**src/sv/mtcl_cmp.sv**
```systemverilog
// Shared signed greater-or-equal compare unit used by the compare, scan, wipe and copy steps.
`default_nettype none

module mtcl_cmp #(
    parameter int WIDTH = 33
) (
    input  wire logic signed [WIDTH-1:0] opa,
    input  wire logic signed [WIDTH-1:0] opb,
    output logic                         ge
);

    // Compare as two's complement integers
    assign ge = (opa >= opb);

endmodule

`default_nettype wire

```
**config.mk**
```make
export PLATFORM = sky130hd
export DESIGN_NAME = mtcl_cmp
export DESIGN_NICKNAME = d
export VERILOG_FILES = /design/src/sv/mtcl_cmp.sv
export SDC_FILE = /design/constraint.sdc
export NUM_CORES = 1
export LEC_CHECK = 0
export BUFFER_PORTS_ARGS = -buffer_cell sky130_fd_sc_hd__buf_2
export CAP_MARGIN = 0
export CORE_MARGIN = 8
export CORE_UTILIZATION = 45
export DETAILED_ROUTE_END_ITERATION = 8
export PLACE_DENSITY_LB_ADDON = 0.3
export SLEW_MARGIN = 15
export SYNTH_ARGS = -nofsm -noshare
export SYNTH_HDL_FRONTEND = slang
export SYNTH_SLANG_ARGS = --single-unit
```
**constraint.sdc**
```tcl
create_clock -name vclk -period 3
set_input_delay 0.3 -clock vclk [all_inputs]
set_output_delay 0.3 -clock vclk [all_outputs]
set_load 0.01 [all_outputs]
```
## Word level (Yosys, flattened, before mapping)

Index checks and enable logic that the tools add are counted.

| word-level totals | value |
|---|---|
| bits in registers | 0 |
| bits of input ports | 66 |
| output and inout bits | 1 |
| logic and storage cells | 1 |

| cells by class | value |
|---|---|
| $lt $le $gt $ge | 1 |

Operators by type and width:

| operator | count |
|---|---|
| $ge 33x33->1 | 1 |

## Depth between registers and ports, before layout

| logic depth | value |
|---|---|
| depth in word-level cells | 1 |
| mapped depth | 7 |
| depth with buffers taken out | 7 |

## Least setup slack after synthesis

OpenSTA, ideal clock, no wires.

| timing path | value |
|---|---|
| path type | input to output |
| start point | input port opb[20] |
| end point | output port ge |
| arrival | 1.778 ns |
| slack | 0.922 ns |
| stages on the path | 7 |
| path buffers | 0 |
| cells stage by stage | inv_1 > ha_1 > nand4_1 > or3_4 > a2111oi_2 > a2111oi_1 > a31oi_1 |

| between the ends | value |
|---|---|
| cells in the longest elaborated chain, start to end | 1 |

RTL lines:

| what | RTL line | source |
|---|---|---|
| start, declared | 8 | `input wire logic signed [WIDTH-1:0] opb,` |
| $ge 33x33->1 | 13 | `assign ge = (opa >= opb);` |
| end, declared | 9 | `output logic ge` |

No other way between the ends.

## Final worst setup path

| timing path | value |
|---|---|
| start point | input port opa[20] |
| end point | output port ge |

| between the ends | value |
|---|---|
| cells in the longest elaborated chain, start to end | 1 |

RTL lines:

| what | RTL line | source |
|---|---|---|
| start, declared | 7 | `input wire logic signed [WIDTH-1:0] opa,` |
| $ge 33x33->1 | 13 |  |

No other way between the ends.

==> results.ini <==
[status]
outcome = complete, no violations

[timing]
timing.final.ws_setup_ns = 0.7452
slew_headroom_pct = 79.29
hold_viol = 0
period_share_pct = 75.16
setup_tns_ns = 0
finalCriticalPeriod_ns = 2.255
drv_slew = 0
fmax_mhz = 443.5
setup_violations = 0
worstMarginPinSlew_ns = 0.3099
rsz0062_at_grt = no

[floorplan]
ios = 67
std_cell_rows = 15
start_util_pct = 48.44
core_sq_um = 1764
dieHeight_um = 59.58
die_area_sq_um = 3550
die_w_um = 59.58

[layout]
drive_above_1_share_pct = 38.59
final_cell_mix = buf_2 (67), inv_1 (34), ha_1 (33)
regArea_sq_um = 0
seq_cell_count = 0
diodes = 0
finish.utilization_pct = 69.22
multiInputGateArea_sq_um = 726.9
nFillCells = 178
area_delta_synth_final_pct = 42.90
final_common_cell = buf_2
layout.nets = 285
clock_buffers = 0

[clock_network]
cts_hold_buf = 0
post-cts-setup-buffers = 0
ctsResizeCount = 0

[critical_path]
path_buf_inv = 2
crit_fanout = 3
crit_arrival_ns = 1.95
crit_slowest_cell = or3_4
path_class = in -> out
required_ns = 2.70
crit_path_end_kind = output pin
worst_path_largest_cell_delay_ns = 0.40
cp_cell_sequence = buf_2 > ha_1 > nand4_1 > or3_4 > a2111oi_2 > a2111oi_1 > a31oi_1 > buf_2
startpoint_type = primary input
path_depth = 8
cpMostUsedCell = buf_2
path_delay_family = compound AO/OA/AOI/OAI gates

[routing]
drc = 0
viasPerCell = 4.871
wl_mm = 2.498
vias = 1018
dr.pass1.iters = 3
ant_nets = 0
initialDrtViolationCount = 33
wire_per_inst_um = 11.95

[placement]
gp_congestion = 0.7280
place_ws_ns = 0.7284
dpl.hpwl_mm = 2.360
portBuffers = 67

[grt]
overflow = 0
grt_pass1_vias = 1087
antenna_found_initial = 0
grt_max_degree = 4
grt_use_total_pct = 13.76
grt_pass1_wl_mm = 4.119

[synth]
synth.top_cells.by_area = ha_1 (48%), inv_1 (15%), a21oi_1 (5.3%)
syn_nets = 216
syn_avg_cell_area_sq_um = 7.304
syn_area_sq_um = 854.6
yosysTopAreaCell = ha_1
seq_area_frac_synth_pct = 0
synth.distinct_cells = 27
synth_top_area_share_pct = 48.32
postSynthCellCount = 117
yosysWarnings = 0

[pwr]
p_per_area_nw_per_um2 = 117.2
p_total_uw = 143.2
p_leak_nw = 0.8159
peakVddDrop_mv = 0.06399

[min_path]
hold_path_depth = 5
hp-class = in -> out

[flow_run]
maxCapViolCount = 0

[area by class of cell]
cell class / instances / share of cell area (%)
inverters: 34 / 10.45
multi-input cells: 83 / 59.53
well taps: 25 / 2.561
repair buffers: 67 / 27.46
[logic make-up (layout without fill, tap and decap cells)]
logic type | count (synthesis) | count (layout) | synth area share [%]
buf+inv | 34 | 101 | 14.93
fa+ha+maj | 33 | 33 | 48.32
compound gates | 27 | 27 | 21.67
simple gates | 23 | 23 | 15.08
[metrics by stage]
stage | cells | hold slack, ns | instance area, sq um
finish | 209 | 1.127 | 1221
global route | 209 | 1.197 | 1221
CTS | 209 | 1.133 | 1221
detailed placement | 209 | 1.133 | 1221
global placement | 209 | 1.139 | 1221
floorplan | 117 | 1.001 | 854.6
[synthesized netlist by cell type, types with 2 or more instances]
master and instances:
a21o_1 6, a21oi_1 9, ha_1 33, inv_1 34, nand2_1 6, nand3_1 3, nand4_1 3, nor2_1 3
o21ai_1 2
[report_power, final]
part	internal [mW]	switching [mW]	leakage [nW]	total, mW
sequential	0	0	0	0
combinational	0.0774	0.0657	0.816	0.143
clock	0	0	0	0
[final timing paths]
kind / endpoint / slack, ns / from
worst min-delay path: ge / 1.13 / opa[24]
worst max-delay path: ge / 0.75 / opa[20]
[metal layers]
layer | wire [um] | GRT usage, %
met3 | 214 | 4.121
met5 | 0 | 0
met1 | 998 | 14.13
met4 | 0 | 1.361
met2 | 1285 | 26.96
Power figures use the tool's default switching activity.
